**src/rtl/kthsel_pkg.sv**
```systemverilog
// ---------------------------------------------------------------------------
// kthsel_pkg
// Shared constants and controller/datapath signal groups.
// ---------------------------------------------------------------------------
package kthsel_pkg;

  localparam int K_MAX  = 64;
  localparam int DATA_W = 32;
  localparam int AW     = $clog2(K_MAX);
  localparam int CNT_W  = $clog2(K_MAX + 1);
  localparam int RANK_W = 7;

  localparam logic [DATA_W-1:0] SIGN_FLIP = {1'b1, {(DATA_W-1){1'b0}}};

  // Commands from the controller to the datapath.
  typedef struct packed {
    logic load;     // take the input item
    logic rd_up;    // read the parent of the current position
    logic step_up;  // move the parent down into the hole
    logic step_dn;  // move the chosen child up into the hole
    logic wr_key;   // write the key into the hole
    logic out_load; // load the result register and clear the fill count
  } kthsel_cmd_t;

  // Status from the datapath to the controller.
  typedef struct packed {
    logic insert_ok;  // heap is not yet full for the current rank
    logic fill_zero;  // heap is empty
    logic replace_ok; // incoming value is below the heap top
    logic up_move;    // key is above its parent
    logic up_top;     // parent is the root
    logic dn_leaf;    // current position has no child
    logic dn_move;    // a child is above the key
    logic last;       // item in progress closes the set
    logic out_free;   // result register can take a new result
  } kthsel_sts_t;

endpackage

```
**src/rtl/kthsel_in_if.sv**
```systemverilog
// ---------------------------------------------------------------------------
// kthsel_in_if
// Input channel: one data value per item with an end-of-set marker.
// ---------------------------------------------------------------------------
interface kthsel_in_if;
  import kthsel_pkg::*;

  logic                     valid;
  logic                     ready;
  logic signed [DATA_W-1:0] value;
  logic                     last;

  modport source (output valid, output value, output last, input ready);
  modport sink   (input valid, input value, input last, output ready);
endinterface

```
**src/rtl/kthsel_out_if.sv**
```systemverilog
// ---------------------------------------------------------------------------
// kthsel_out_if
// Result channel: the k-th smallest value and the short-set flag.
// ---------------------------------------------------------------------------
interface kthsel_out_if;
  import kthsel_pkg::*;

  logic                     valid;
  logic                     ready;
  logic signed [DATA_W-1:0] kth_value;
  logic                     short_set;

  modport source (output valid, output kth_value, output short_set, input ready);
  modport sink   (input valid, input kth_value, input short_set, output ready);
endinterface

```
**src/rtl/kth_smallest_max_heap_select_core.sv**
```systemverilog
// ---------------------------------------------------------------------------
// kth_smallest_max_heap_select_core
// Keeps a max-heap of the k smallest values of a set and gives its top,
// the k-th smallest value, on the item that closes the set.
// ---------------------------------------------------------------------------
//   Channel  Direction  Handshake        Payload
//   in_ch    in         valid / ready    value (s32), last
//   out_ch   out        valid / ready    kth_value (s32), short_set
//   cfg      in         cfg_we           cfg_wdata (rank_k, 7 bits)
//
// An item passes straight from idle to finish when the heap is left unchanged;
// a sift-up or a sift-down walks up to all six levels. Each level costs one
// heap RAM read and one compare-and-move, a sift-down spends one more read on
// finding the leaf, and the RAM write port writes the key last. The block takes
// one item at a time; in_ch.ready is high only when idle.
// A finished result waits in the output register while the next item is taken;
// the block stalls only when a new result meets a result still unaccepted.
// Reset is synchronous and clears the fill count, sets rank_k to 1 and needs
// no clearing pass over the heap RAM.
// ---------------------------------------------------------------------------
module kth_smallest_max_heap_select_core (
  input  logic                          clk,
  input  logic                          rst_n,
  kthsel_in_if.sink                     in_ch,
  kthsel_out_if.source                  out_ch,
  input  logic                          cfg_we,
  input  logic [kthsel_pkg::RANK_W-1:0] cfg_wdata
);
  import kthsel_pkg::*;

  kthsel_cmd_t cmd;
  kthsel_sts_t sts;

  // Sequencer.
  kthsel_ctrl u_ctrl (
    .clk      (clk),
    .rst_n    (rst_n),
    .in_valid (in_ch.valid),
    .in_ready (in_ch.ready),
    .sts      (sts),
    .cmd      (cmd)
  );

  // Heap storage and arithmetic.
  kthsel_dp u_dp (
    .clk           (clk),
    .rst_n         (rst_n),
    .cmd           (cmd),
    .sts           (sts),
    .in_value      (in_ch.value),
    .in_last       (in_ch.last),
    .cfg_we        (cfg_we),
    .cfg_wdata     (cfg_wdata),
    .out_valid     (out_ch.valid),
    .out_ready     (out_ch.ready),
    .out_kth_value (out_ch.kth_value),
    .out_short_set (out_ch.short_set)
  );

endmodule

```
**src/rtl/kthsel_ram.sv**
```systemverilog
// ---------------------------------------------------------------------------
// kthsel_ram
// Generic RAM: one write port, two read ports with registered read data.
// ---------------------------------------------------------------------------
module kthsel_ram #(
  parameter int WIDTH = 32,
  parameter int DEPTH = 64,
  parameter int AW    = $clog2(DEPTH)
) (
  input  logic             clk,
  input  logic             we,
  input  logic [AW-1:0]    waddr,
  input  logic [WIDTH-1:0] wdata,
  input  logic [AW-1:0]    raddr_a,
  output logic [WIDTH-1:0] rdata_a,
  input  logic [AW-1:0]    raddr_b,
  output logic [WIDTH-1:0] rdata_b
);

  logic [WIDTH-1:0] mem [DEPTH];

  // Write port.
  always_ff @(posedge clk) begin
    if (we) begin
      mem[waddr] <= wdata;
    end
  end

  // Registered read ports.
  always_ff @(posedge clk) begin
    rdata_a <= mem[raddr_a];
    rdata_b <= mem[raddr_b];
  end

endmodule

```
**src/rtl/kthsel_ctrl.sv**
```systemverilog
// ---------------------------------------------------------------------------
// kthsel_ctrl
// Controller: steps one item through insert, sift-up, sift-down and result.
// ---------------------------------------------------------------------------
module kthsel_ctrl (
  input  logic                    clk,
  input  logic                    rst_n,
  input  logic                    in_valid,
  output logic                    in_ready,
  input  kthsel_pkg::kthsel_sts_t sts,
  output kthsel_pkg::kthsel_cmd_t cmd
);
  import kthsel_pkg::*;

  typedef enum logic [6:0] {
    ST_IDLE   = 7'b0000001,
    ST_UP_RD  = 7'b0000010,
    ST_UP_CMP = 7'b0000100,
    ST_DN_RD  = 7'b0001000,
    ST_DN_CMP = 7'b0010000,
    ST_WR     = 7'b0100000,
    ST_FIN    = 7'b1000000
  } state_t;

  state_t state_r;
  state_t state_nxt;

  assign in_ready = (state_r == ST_IDLE);

  // Next state and command decode.
  always_comb begin
    state_nxt = state_r;
    cmd       = '0;
    unique case (state_r)
      ST_IDLE: begin
        if (in_valid) begin
          cmd.load = 1'b1;
          if (sts.insert_ok) begin
            state_nxt = sts.fill_zero ? ST_WR : ST_UP_RD;
          end else if (sts.replace_ok) begin
            state_nxt = ST_DN_RD;
          end else begin
            state_nxt = ST_FIN;
          end
        end
      end
      ST_UP_RD: begin
        cmd.rd_up = 1'b1;
        state_nxt = ST_UP_CMP;
      end
      ST_UP_CMP: begin
        if (sts.up_move) begin
          cmd.step_up = 1'b1;
          state_nxt   = sts.up_top ? ST_WR : ST_UP_RD;
        end else begin
          state_nxt = ST_WR;
        end
      end
      ST_DN_RD: begin
        state_nxt = sts.dn_leaf ? ST_WR : ST_DN_CMP;
      end
      ST_DN_CMP: begin
        if (sts.dn_move) begin
          cmd.step_dn = 1'b1;
          state_nxt   = ST_DN_RD;
        end else begin
          state_nxt = ST_WR;
        end
      end
      ST_WR: begin
        cmd.wr_key = 1'b1;
        state_nxt  = ST_FIN;
      end
      ST_FIN: begin
        if (!sts.last) begin
          state_nxt = ST_IDLE;
        end else if (sts.out_free) begin
          cmd.out_load = 1'b1;
          state_nxt    = ST_IDLE;
        end
      end
      default: begin
        state_nxt = ST_IDLE;
      end
    endcase
  end

  // State register.
  always_ff @(posedge clk) begin
    if (!rst_n) begin
      state_r <= ST_IDLE;
    end else begin
      state_r <= state_nxt;
    end
  end

endmodule

```
**src/rtl/kthsel_dp.sv**
```systemverilog
// ---------------------------------------------------------------------------
// kthsel_dp
// Datapath: heap RAM, carried key, hole position, fill count, rank register
// and the result register.
// ---------------------------------------------------------------------------
module kthsel_dp (
  input  logic                                 clk,
  input  logic                                 rst_n,
  input  kthsel_pkg::kthsel_cmd_t              cmd,
  output kthsel_pkg::kthsel_sts_t              sts,
  input  logic signed [kthsel_pkg::DATA_W-1:0] in_value,
  input  logic                                 in_last,
  input  logic                                 cfg_we,
  input  logic [kthsel_pkg::RANK_W-1:0]        cfg_wdata,
  output logic                                 out_valid,
  input  logic                                 out_ready,
  output logic signed [kthsel_pkg::DATA_W-1:0] out_kth_value,
  output logic                                 out_short_set
);
  import kthsel_pkg::*;

  // Keys are held with the sign bit flipped so that unsigned order is signed order.
  logic [DATA_W-1:0] key_r, key_nxt;
  logic [DATA_W-1:0] top_r, top_nxt;
  logic [AW-1:0]     pos_r, pos_nxt;
  logic [CNT_W-1:0]  fill_r, fill_nxt;
  logic [RANK_W-1:0] rank_r;
  logic              last_r;
  logic              out_valid_r;
  logic [DATA_W-1:0] out_value_r;
  logic              out_short_r;

  logic [CNT_W-1:0]  k_eff;
  logic [DATA_W-1:0] in_key;
  logic [AW-1:0]     pos_m1;
  logic [AW-1:0]     parent;
  logic [CNT_W:0]    left_idx;
  logic [CNT_W:0]    right_idx;
  logic              right_ok;
  logic              pick_right;
  logic              pick_left;
  logic [AW-1:0]     raddr_a;
  logic [DATA_W-1:0] rdata_a;
  logic [DATA_W-1:0] rdata_b;
  logic              we;
  logic [DATA_W-1:0] wdata;

  // Rank in use: zero acts as one, values above the heap size saturate.
  always_comb begin
    priority if (rank_r == '0) begin
      k_eff = CNT_W'(1);
    end else if (RANK_W'(K_MAX) < rank_r) begin
      k_eff = CNT_W'(K_MAX);
    end else begin
      k_eff = CNT_W'(rank_r);
    end
  end

  assign in_key = DATA_W'(in_value) ^ SIGN_FLIP;

  // Heap index arithmetic.
  assign pos_m1    = pos_r - AW'(1);
  assign parent    = {1'b0, pos_m1[AW-1:1]};
  assign left_idx  = {{(CNT_W-AW){1'b0}}, pos_r, 1'b1};
  assign right_idx = left_idx + (CNT_W+1)'(1);
  assign right_ok  = right_idx < {1'b0, fill_r};

  // Child choice: strictly larger than the key, right only if above left too.
  assign pick_right = right_ok && (rdata_b > key_r) && (rdata_b > rdata_a);
  assign pick_left  = !pick_right && (rdata_a > key_r);

  // Status to the controller.
  always_comb begin
    sts.insert_ok  = fill_r < k_eff;
    sts.fill_zero  = fill_r == '0;
    sts.replace_ok = top_r > in_key;
    sts.up_move    = key_r > rdata_a;
    sts.up_top     = parent == '0;
    sts.dn_leaf    = left_idx >= {1'b0, fill_r};
    sts.dn_move    = pick_right || pick_left;
    sts.last       = last_r;
    sts.out_free   = !out_valid_r || out_ready;
  end

  // Heap RAM write port: fill the hole with a moved entry or the key.
  always_comb begin
    we    = cmd.step_up || cmd.step_dn || cmd.wr_key;
    wdata = key_r;
    priority if (cmd.step_up) begin
      wdata = rdata_a;
    end else if (cmd.step_dn) begin
      wdata = pick_right ? rdata_b : rdata_a;
    end else begin
      wdata = key_r;
    end
  end

  assign raddr_a = cmd.rd_up ? parent : left_idx[AW-1:0];

  kthsel_ram #(
    .WIDTH (DATA_W),
    .DEPTH (K_MAX)
  ) u_heap (
    .clk     (clk),
    .we      (we),
    .waddr   (pos_r),
    .wdata   (wdata),
    .raddr_a (raddr_a),
    .rdata_a (rdata_a),
    .raddr_b (right_idx[AW-1:0]),
    .rdata_b (rdata_b)
  );

  // Next values of the working registers.
  always_comb begin
    key_nxt  = key_r;
    pos_nxt  = pos_r;
    fill_nxt = fill_r;
    top_nxt  = top_r;
    if (cmd.load) begin
      key_nxt = in_key;
      if (sts.insert_ok) begin
        pos_nxt  = fill_r[AW-1:0];
        fill_nxt = fill_r + CNT_W'(1);
      end else begin
        pos_nxt = '0;
      end
    end
    if (cmd.step_up) begin
      pos_nxt = parent;
    end
    if (cmd.step_dn) begin
      pos_nxt = pick_right ? right_idx[AW-1:0] : left_idx[AW-1:0];
    end
    if (we && (pos_r == '0)) begin
      top_nxt = wdata;
    end
    if (cmd.out_load) begin
      fill_nxt = '0;
    end
  end

  // Payload registers.
  always_ff @(posedge clk) begin
    key_r <= key_nxt;
    pos_r <= pos_nxt;
    top_r <= top_nxt;
    if (cmd.load) begin
      last_r <= in_last;
    end
    if (cmd.out_load) begin
      out_value_r <= top_r ^ SIGN_FLIP;
      out_short_r <= fill_r < k_eff;
    end
  end

  // Control registers: fill count, rank and result valid.
  always_ff @(posedge clk) begin
    if (!rst_n) begin
      fill_r      <= '0;
      rank_r      <= RANK_W'(1);
      out_valid_r <= 1'b0;
    end else begin
      fill_r <= fill_nxt;
      if (cfg_we) begin
        rank_r <= cfg_wdata;
      end
      if (cmd.out_load) begin
        out_valid_r <= 1'b1;
      end else if (out_ready) begin
        out_valid_r <= 1'b0;
      end
    end
  end

  assign out_valid     = out_valid_r;
  assign out_kth_value = $signed(out_value_r);
  assign out_short_set = out_short_r;

endmodule

```
**src/flat_wrapper.sv**
```systemverilog
// flat-port wrapper written by rule: the top's interface ports become plain ports
module kth_smallest_max_heap_select_core_flat import kthsel_pkg::*;
  (clk, rst_n, cfg_we, cfg_wdata, in_ch_valid, in_ch_value, in_ch_last, in_ch_ready, out_ch_valid, out_ch_kth_value, out_ch_short_set, out_ch_ready);
  kthsel_in_if in_ch_i ();
  kthsel_out_if out_ch_i ();
  input  logic clk;
  input  logic rst_n;
  input  logic cfg_we;
  input  logic [kthsel_pkg::RANK_W-1:0] cfg_wdata;
  input wire logic [$bits(in_ch_i.valid)-1:0] in_ch_valid;
  input wire logic [$bits(in_ch_i.value)-1:0] in_ch_value;
  input wire logic [$bits(in_ch_i.last)-1:0] in_ch_last;
  output wire logic [$bits(in_ch_i.ready)-1:0] in_ch_ready;
  output wire logic [$bits(out_ch_i.valid)-1:0] out_ch_valid;
  output wire logic [$bits(out_ch_i.kth_value)-1:0] out_ch_kth_value;
  output wire logic [$bits(out_ch_i.short_set)-1:0] out_ch_short_set;
  input wire logic [$bits(out_ch_i.ready)-1:0] out_ch_ready;
  assign in_ch_i.valid = in_ch_valid;
  assign in_ch_i.value = in_ch_value;
  assign in_ch_i.last = in_ch_last;
  assign in_ch_ready = in_ch_i.ready;
  assign out_ch_valid = out_ch_i.valid;
  assign out_ch_kth_value = out_ch_i.kth_value;
  assign out_ch_short_set = out_ch_i.short_set;
  assign out_ch_i.ready = out_ch_ready;
  kth_smallest_max_heap_select_core u_core (.clk(clk), .rst_n(rst_n), .in_ch(in_ch_i), .out_ch(out_ch_i), .cfg_we(cfg_we), .cfg_wdata(cfg_wdata));
endmodule
```
**config.mk**
```make
export PLATFORM = sky130hd
export DESIGN_NAME = kth_smallest_max_heap_select_core_flat
export DESIGN_NICKNAME = d
export VERILOG_FILES = /design/src/rtl/kthsel_pkg.sv /design/src/rtl/kthsel_in_if.sv /design/src/rtl/kthsel_out_if.sv /design/src/rtl/kth_smallest_max_heap_select_core.sv /design/src/rtl/kthsel_ram.sv /design/src/rtl/kthsel_ctrl.sv /design/src/rtl/kthsel_dp.sv /design/src/flat_wrapper.sv
export SDC_FILE = /design/constraint.sdc
export NUM_CORES = 2
export LEC_CHECK = 0
export BUFFER_PORTS_ARGS = -buffer_cell sky130_fd_sc_hd__clkbuf_2
export CAP_MARGIN = 5
export CORE_UTILIZATION = 54
export DETAILED_ROUTE_END_ITERATION = 6
export PLACE_DENSITY = 0.77
export SETUP_SLACK_MARGIN = 0.1
export SLEW_MARGIN = 20
export SYNTH_ARGS = -nofsm -noshare
export SYNTH_HDL_FRONTEND = slang
export SYNTH_SLANG_ARGS = --single-unit
```
**constraint.sdc**
```tcl
create_clock -name clk -period 9.5 [get_ports clk]
set_clock_uncertainty 0.15 [all_clocks]
set_input_delay 1.9 -clock clk [delete_from_list [all_inputs] [get_ports clk]]
set_output_delay 1.9 -clock clk [all_outputs]
set_load 0.02 [all_outputs]
```
Word level (Yosys, flattened, before mapping)

Memory sizes are Yosys's and may differ from the RTL's. A register that Yosys moved wholly into a read port is not among the register bits.
Cells that the tools add are included.
Widths: inputs -> output; s select.

Register bits: 126
Latch bits: 0
Bits in writable memories: 2048
Memory bits (read-only): 0
Word-level logic and storage cells: 91
Memories kept: 1

Memories:

| memory                 | depth | bits a word | rd ports | clocked after Yosys merged registers in | wr ports | line             | source |
|---|---|---|---|---|---|---|---|
| u_core.u_dp.u_heap.mem | 64    | 32          | 2        | 2                                       | 1        | kthsel_ram.sv:20 | `logic [WIDTH-1:0] mem [DEPTH];` |

Add/sub/neg operators: 3
$mul: 0
Div/mod/pow operators: 0
Magnitude comparators: 9
Equality and inequality tests: 9
Shift-type cells: 0
Mux-type cells: 37
Bitwise operators: 3
Reduce and logical (&&, ||, !) cells: 19

Operators with widths:

| cell                | number |
|---|---|
| $gt 32x32->1        | 5 |
| $mux 32             | 3 |
| $mux 6              | 11 |
| $mux 7              | 7 |
| $pmux 7 s7          | 1 |
| $mux 1              | 15 |
| $logic_not 7->1     | 2 |
| $logic_not 6->1     | 2 |
| $add 7x1->8 const B | 1 |
| $lt 8x7->1          | 1 |
| $add 7x1->7 const B | 1 |
| $eq 7x1->1 const B  | 1 |
| $eq 7x2->1 const B  | 1 |
| $eq 7x3->1 const B  | 1 |
| $eq 7x4->1 const B  | 1 |
| $eq 7x5->1 const B  | 1 |
| $eq 7x6->1 const B  | 1 |
| $eq 7x7->1 const B  | 1 |
| $ge 7x7->1          | 1 |
| $lt 7x7->1          | 1 |
| $lt 7x7->1 const A  | 1 |
| $sub 6x1->6 const B | 1 |
| $logic_and 1x1->1   | 4 |
| $logic_or 1x1->1    | 4 |
| other kinds (8)     | 12 |

Logic depth before layout (Yosys ltp)

Word-level depth: 13
Mapped depth: 17
Mapped depth without buffers: 13

By module

Synthesis repeated with hierarchy kept, for this count alone.

Cells, all modules: 5322
Area, all modules: 104825.5 um^2

By module, submodules not included:

| module      | instances | cells each | area each (um^2) | seq. area each (um^2) |
|---|---|---|---|---|
| kthsel_ram  | 1         | 4412       | 95660.5          | 62780.2 |
| kthsel_dp   | 1         | 848        | 8637.0           | 3423.3 |
| kthsel_ctrl | 1         | 62         | 528.0            | 140.1 |

Least setup slack after synthesis

OpenSTA, ideal clock, no wires.

Kind: register -> register
From: register u_core.u_dp.pos_r[0]
To: register u_core.u_dp.top_r[0], enable pin
Setup time: 0.513 ns
Arrival: 6.761 ns
Slack: 2.076 ns
Stages on the path, launching flop included: 17
Path buffers: 5
Clock period less this slack: 7.424 ns
Cell sequence: edfxtp_1 clkbuf_1 nand3_1 xnor2_1 buf_2 buf_1 ha_1 a21oi_1 o22ai_1 a211o_1 a31oi_1 o211ai_1 nor3_1 clkbuf_1 and4b_1 clkbuf_1 nor4b_1

Cells in the longest elaborated chain, start to end: 12

RTL lines:

| element                         | line              | source |
|---|---|---|
| from (decl)                     | kthsel_dp.sv:25   | `logic [AW-1:0] pos_r, pos_nxt;` |
| from (signal assigned)          | kthsel_dp.sv:146  | `pos_r <= pos_nxt;` |
| $add 7x1->8                     | kthsel_dp.sv:65   | `assign right_idx = left_idx + (CNT_W+1)'(1);` |
| $lt 8x7->1                      | kthsel_dp.sv:66   | `assign right_ok = right_idx < {1'b0, fill_r};` |
| $logic_and 1x1->1 (2 in series) | kthsel_dp.sv:69   | `assign pick_right = right_ok && (rdata_b > key_r) && (rdata_b > rdata_a);` |
| $logic_not 1->1                 | kthsel_dp.sv:70   | `assign pick_left = !pick_right && (rdata_a > key_r);` |
| $logic_and 1x1->1               | kthsel_dp.sv:70   |  |
| $logic_or 1x1->1                | kthsel_dp.sv:80   | `sts.dn_move = pick_right \|\| pick_left;` |
| $mux 1                          | kthsel_ctrl.sv:63 | `if (sts.dn_move) begin` |
| $mux 1                          | kthsel_ctrl.sv:34 | `unique case (state_r)` |
| $logic_or 1x1->1 (2 in series)  | kthsel_dp.sv:87   | `we = cmd.step_up \|\| cmd.step_dn \|\| cmd.wr_key;` |
| $logic_and 1x1->1 (*)           | kthsel_dp.sv:135  | `if (we && (pos_r == '0)) begin` |
| to (signal assigned)            | kthsel_dp.sv:147  | `top_r <= top_nxt;` |
| to (decl)                       | kthsel_dp.sv:24   | `logic [DATA_W-1:0] top_r, top_nxt;` |

Every way passes the cells marked *; elsewhere a longest branch is shown, timed or not.
A chain may end at the register's enable or synchronous reset.

Final worst setup path

From: register u_core.u_dp.pos_r[0]
To: memory u_core.u_dp.u_heap.mem[14][8] (data pin)

Cells in the longest elaborated chain, start to end: 11

RTL lines:

| element                             | line              | source |
|---|---|---|
| $add 7x1->8 (*)                     | kthsel_dp.sv:65   |  |
| $lt 8x7->1 (*)                      | kthsel_dp.sv:66   |  |
| $logic_and 1x1->1 (*) (2 in series) | kthsel_dp.sv:69   |  |
| $logic_not 1->1                     | kthsel_dp.sv:70   |  |
| $logic_and 1x1->1                   | kthsel_dp.sv:70   |  |
| $logic_or 1x1->1                    | kthsel_dp.sv:80   |  |
| $mux 1                              | kthsel_ctrl.sv:63 |  |
| $mux 1                              | kthsel_ctrl.sv:34 |  |
| $mux 32 (*)                         | kthsel_dp.sv:91   | `end else if (cmd.step_dn) begin` |
| $mux 32 (*)                         | kthsel_dp.sv:89   | `priority if (cmd.step_up) begin` |
| via u_core.u_dp.u_heap.wdata[8]     | kthsel_ram.sv:13  | `input logic [WIDTH-1:0] wdata,` |
| to (decl)                           | kthsel_ram.sv:20  |  |

The timed path passes the listed nets; every way through them passes the cells marked *.

==> metrics.md <==
| Metric | Value |
|---|---|
| Status | completed |
| Port bufs | 79 |
| MaxCap Viol Count | 0 |
| R2r setup slk | 2.91 ns |
| Clock slew at reported path FFs | 0.06 ns |
| Grt total ovfl | 0 |
| Std cell rows | 154 |
| Most frequent cells in the layout | edfxtp_1, nand2_1, mux4_2, nor2_1, nand3_1 |
| Kind of critical path | flop to flop |
| # clock sinks | 2238 |
| Final setup TNS | 0 ns |
| Leakage dissipation | 35.5 nW |
| Max-slew headroom | 14.2% |
| Area share of the largest cell type after synthesis | 67.0% |
| Period utilization | 69.4% |
| DR iter-0 viols | 11200 |
| CTS Root Cell | clkbuf_16 |
| Post-DP HPWL | 182 mm |
| Deepest clock path buffer count | 3 |
| Final WL | 319 mm |
| Die width | 425 um |
| Share of layout cells above drive strength 1 | 22.4% |
| Vias | 61700 |
| Routed WL per cell | 37.7 um |
| Placer congestion estimate | 0.963 |
| Post-CTS Resized | 0 |
| Top_reg_cell synth | edfxtp_1 |
| Antenna violations before repair | 7 |
| Vias in the first global route | 59900 |
| Register bit total from synthesis | 2238 |
| Post-Layout Cell Count | 8462 |
| Area contributors post-synth | edfxtp_1, mux4_2, nand2_1 |
| Sequential share of the synthesized area | 68.8% |
| # hold bufs at CTS | 0 |
| Cells after DPL | 8067 |
| Buffer count from post-CTS setup fixing | 0 |
| H-tree levels | 4 |
| Async SR Flop Fraction | 0% |
| Initial Utilization | 54.6% |
| Syn_area_per_cell | 16.6 um^2 |
| DRC | 0 |
| CTS buffer count | 212 |
| Crit end category | flop |
| Global-route wire length before repair | 444 mm |
| # setup viols final | 0 |
| Fin crit period | 6.59 ns |
| Unrepaired setup endpoints after global routing | no |
| DP Area | 101000 um^2 |
| Cell area after synthesis | 96500 um^2 |
| EDFF count, synth | 2152 |
| Critical Path RT | 9.97 ns |
| Tot GR Track Use | 35.3% |
| Pwr dens | 278 nW/um^2 |
| Finished Cell Area | 108000 um^2 |
| Net Count, Synth | 6021 |
| Die ar. | 180000 um^2 |
| I/O pin count | 80 |
| Drt via density | 7.29 |
| Max Slew Vio Count | 0 |
| Post-Synthesis Cells | 5825 |
| CP startpoint kind | flop |
| Largest net degree at the start of global routing | 129 |
| Worst slew pin tran | 1.28 ns |
| Area growth syn-to-layout | 12.3% |
| Fmax | 152 MHz |
| NumNets Final | 6137 |
| Peak VDD IR | 288 uV |
| Worst-Skew Late Latency | 0.90 ns |
| Yosys cell types | 86 |
| TritonCTS clock tree | yes |
| Most common cell after layout, fill and taps aside | edfxtp_1 |
| Die H | 425 um |
| CP max FO | 49 |
| YS warnings | 0 |
| Pre-Repair DR Iteration Count | 7 |
| Worst EP arrival | 7.06 ns |
| Hold Path Class | flop to flop |
| Routed Antenna Nets | 0 |
| Final hold violations | 0 |
| Yosys top cell by area | edfxtp_1 |
| Core Box Area | 177000 um^2 |
[per-stage QoR]
stage	hold slack [ns]	util [%]	total power [W]	setup WS [ns]
6_report	0.326	61.3	0.0302	2.91
5_1_grt	0.337	61.3	0.0308	2.72
4_1_cts	0.318	61.3	0.0298	3.12
3_5_place_dp	0.304	57.2	0.0213	3.15
3_3_place_gp	0.304	57.2	0.0211	2.54
2_1_floorplan	0.276	-	0.0179	2.08
[path summary, 6_finish.rpt]
path                                             from                             to  depth (start not counted)
worst max-delay path             u_core.u_dp.pos_r[0]  u_core.u_dp.u_heap.mem[14][8]                         16
worst min-delay path            u_core.u_dp.top_r[13]  u_core.u_dp.out_kth_value[13]                          0
worst max register to register   u_core.u_dp.pos_r[0]  u_core.u_dp.u_heap.mem[14][8]                         16
worst min register to register  u_core.u_dp.top_r[13]  u_core.u_dp.out_kth_value[13]                          0
[registers in the layout, indices dropped and copies added, names as in the netlist]
signal,flops
u_core.u_dp.key_r,32
u_core.u_dp.top_r,32
u_core.u_dp.fill_r,7
u_core.u_dp.out_short_set,1
u_core.u_dp.pos_r,6
u_core.u_dp.out_valid,1
u_core.u_dp.u_heap.rdata_a,32
u_core.u_ctrl.state_r,7
u_core.u_dp.rank_r,7
u_core.u_dp.u_heap.mem,2048
u_core.u_dp.out_kth_value,32
u_core.u_dp.last_r,1
u_core.u_dp.u_heap.rdata_b,32
[Yosys cell counts, types with 4 or more instances]
master,number
a31oi_1,32
o221ai_1,4
a211oi_1,63
a21o_1,24
ha_1,151
a221oi_1,7
o21a_1,10
or4_1,32
mux4_2,612
a21oi_1,139
buf_2,63
a2bb2oi_1,28
or3_1,18
o32ai_1,4
o211ai_1,4
o21ai_1,6
nand3_1,225
nand2_1,637
o21bai_1,30
o22ai_1,186
clkbuf_1,217
a211o_1,5
nor2_1,252
buf_6,12
o21ai_0,129
and2_1,28
nor4_1,62
mux2i_1,18
nand4_1,36
o311ai_1,6
and4b_1,7
o311ai_0,21
mux2_2,23
buf_4,23
xnor2_1,10
nor3_1,194
and3_1,7
edfxtp_1,2152
inv_1,118
buf_1,57
nor2b_1,14
dfxtp_1,86
[worst max-delay path, stage by stage, from the launching register on]
cell	delay [ns]
edfxtp_1	0.67
ha_1	0.32
nand3_1	0.24
xnor2_2	0.20
buf_4	0.65
inv_2	0.08
ha_1	0.33
a21oi_1	0.16
o22ai_1	0.12
a211o_1	0.24
a31oi_1	0.15
o211ai_1	0.14
nor2_1	0.53
o21a_4	0.83
buf_4	0.44
a2bb2oi_4	0.42
buf_4	0.50
[logic make-up (layout without fill, tap and decap cells)]
group,Yosys count,after routing,share of synthesized area (%)
DFF,2238,2238,68.8
and+or+nand+nor,1547,1547,7.34
AOI/OAI and AO/OA,733,733,4.90
muxes,653,653,14.7
buffers and inverters,492,788,2.18
adders and majority gates,151,151,1.96
xor gates and xnor gates,11,11,0.0999
other,0,1,0
[area by class of cell]
type,instances,area (um^2)
Timing Repair Buffer,274,2380
Antenna cell,1,2.50
Clock inverter,132,1470
Tap cell,2340,2930
Fill cell,12000,68400
Sequential cell,2238,66300
Inverter,120,450
Clock buffer,262,5640
Multi-Input combinational cell,3095,29100
[power breakdown]
group | switching [W] | internal [W]
clock network | 0.00383 | 0.00487
logic | 0.00584 | 0.00341
registers | 0.000462 | 0.0117
total | 0.0101 | 0.0200
[layer usage]
| layer | global-route usage [%] | up-vias | routed length [um] |
|---|---|---|---|
| li1 | - | 23700 | - |
| met3 | 10.6 | 1185 | 49400 |
| met4 | 23.9 | 8 | 25900 |
| met1 | 45.4 | 30700 | 103000 |
| met5 | 0.159 | - | 86 |
| met2 | 52.0 | 6107 | 141000 |
Note: power is estimated with default switching activity, not from simulation.
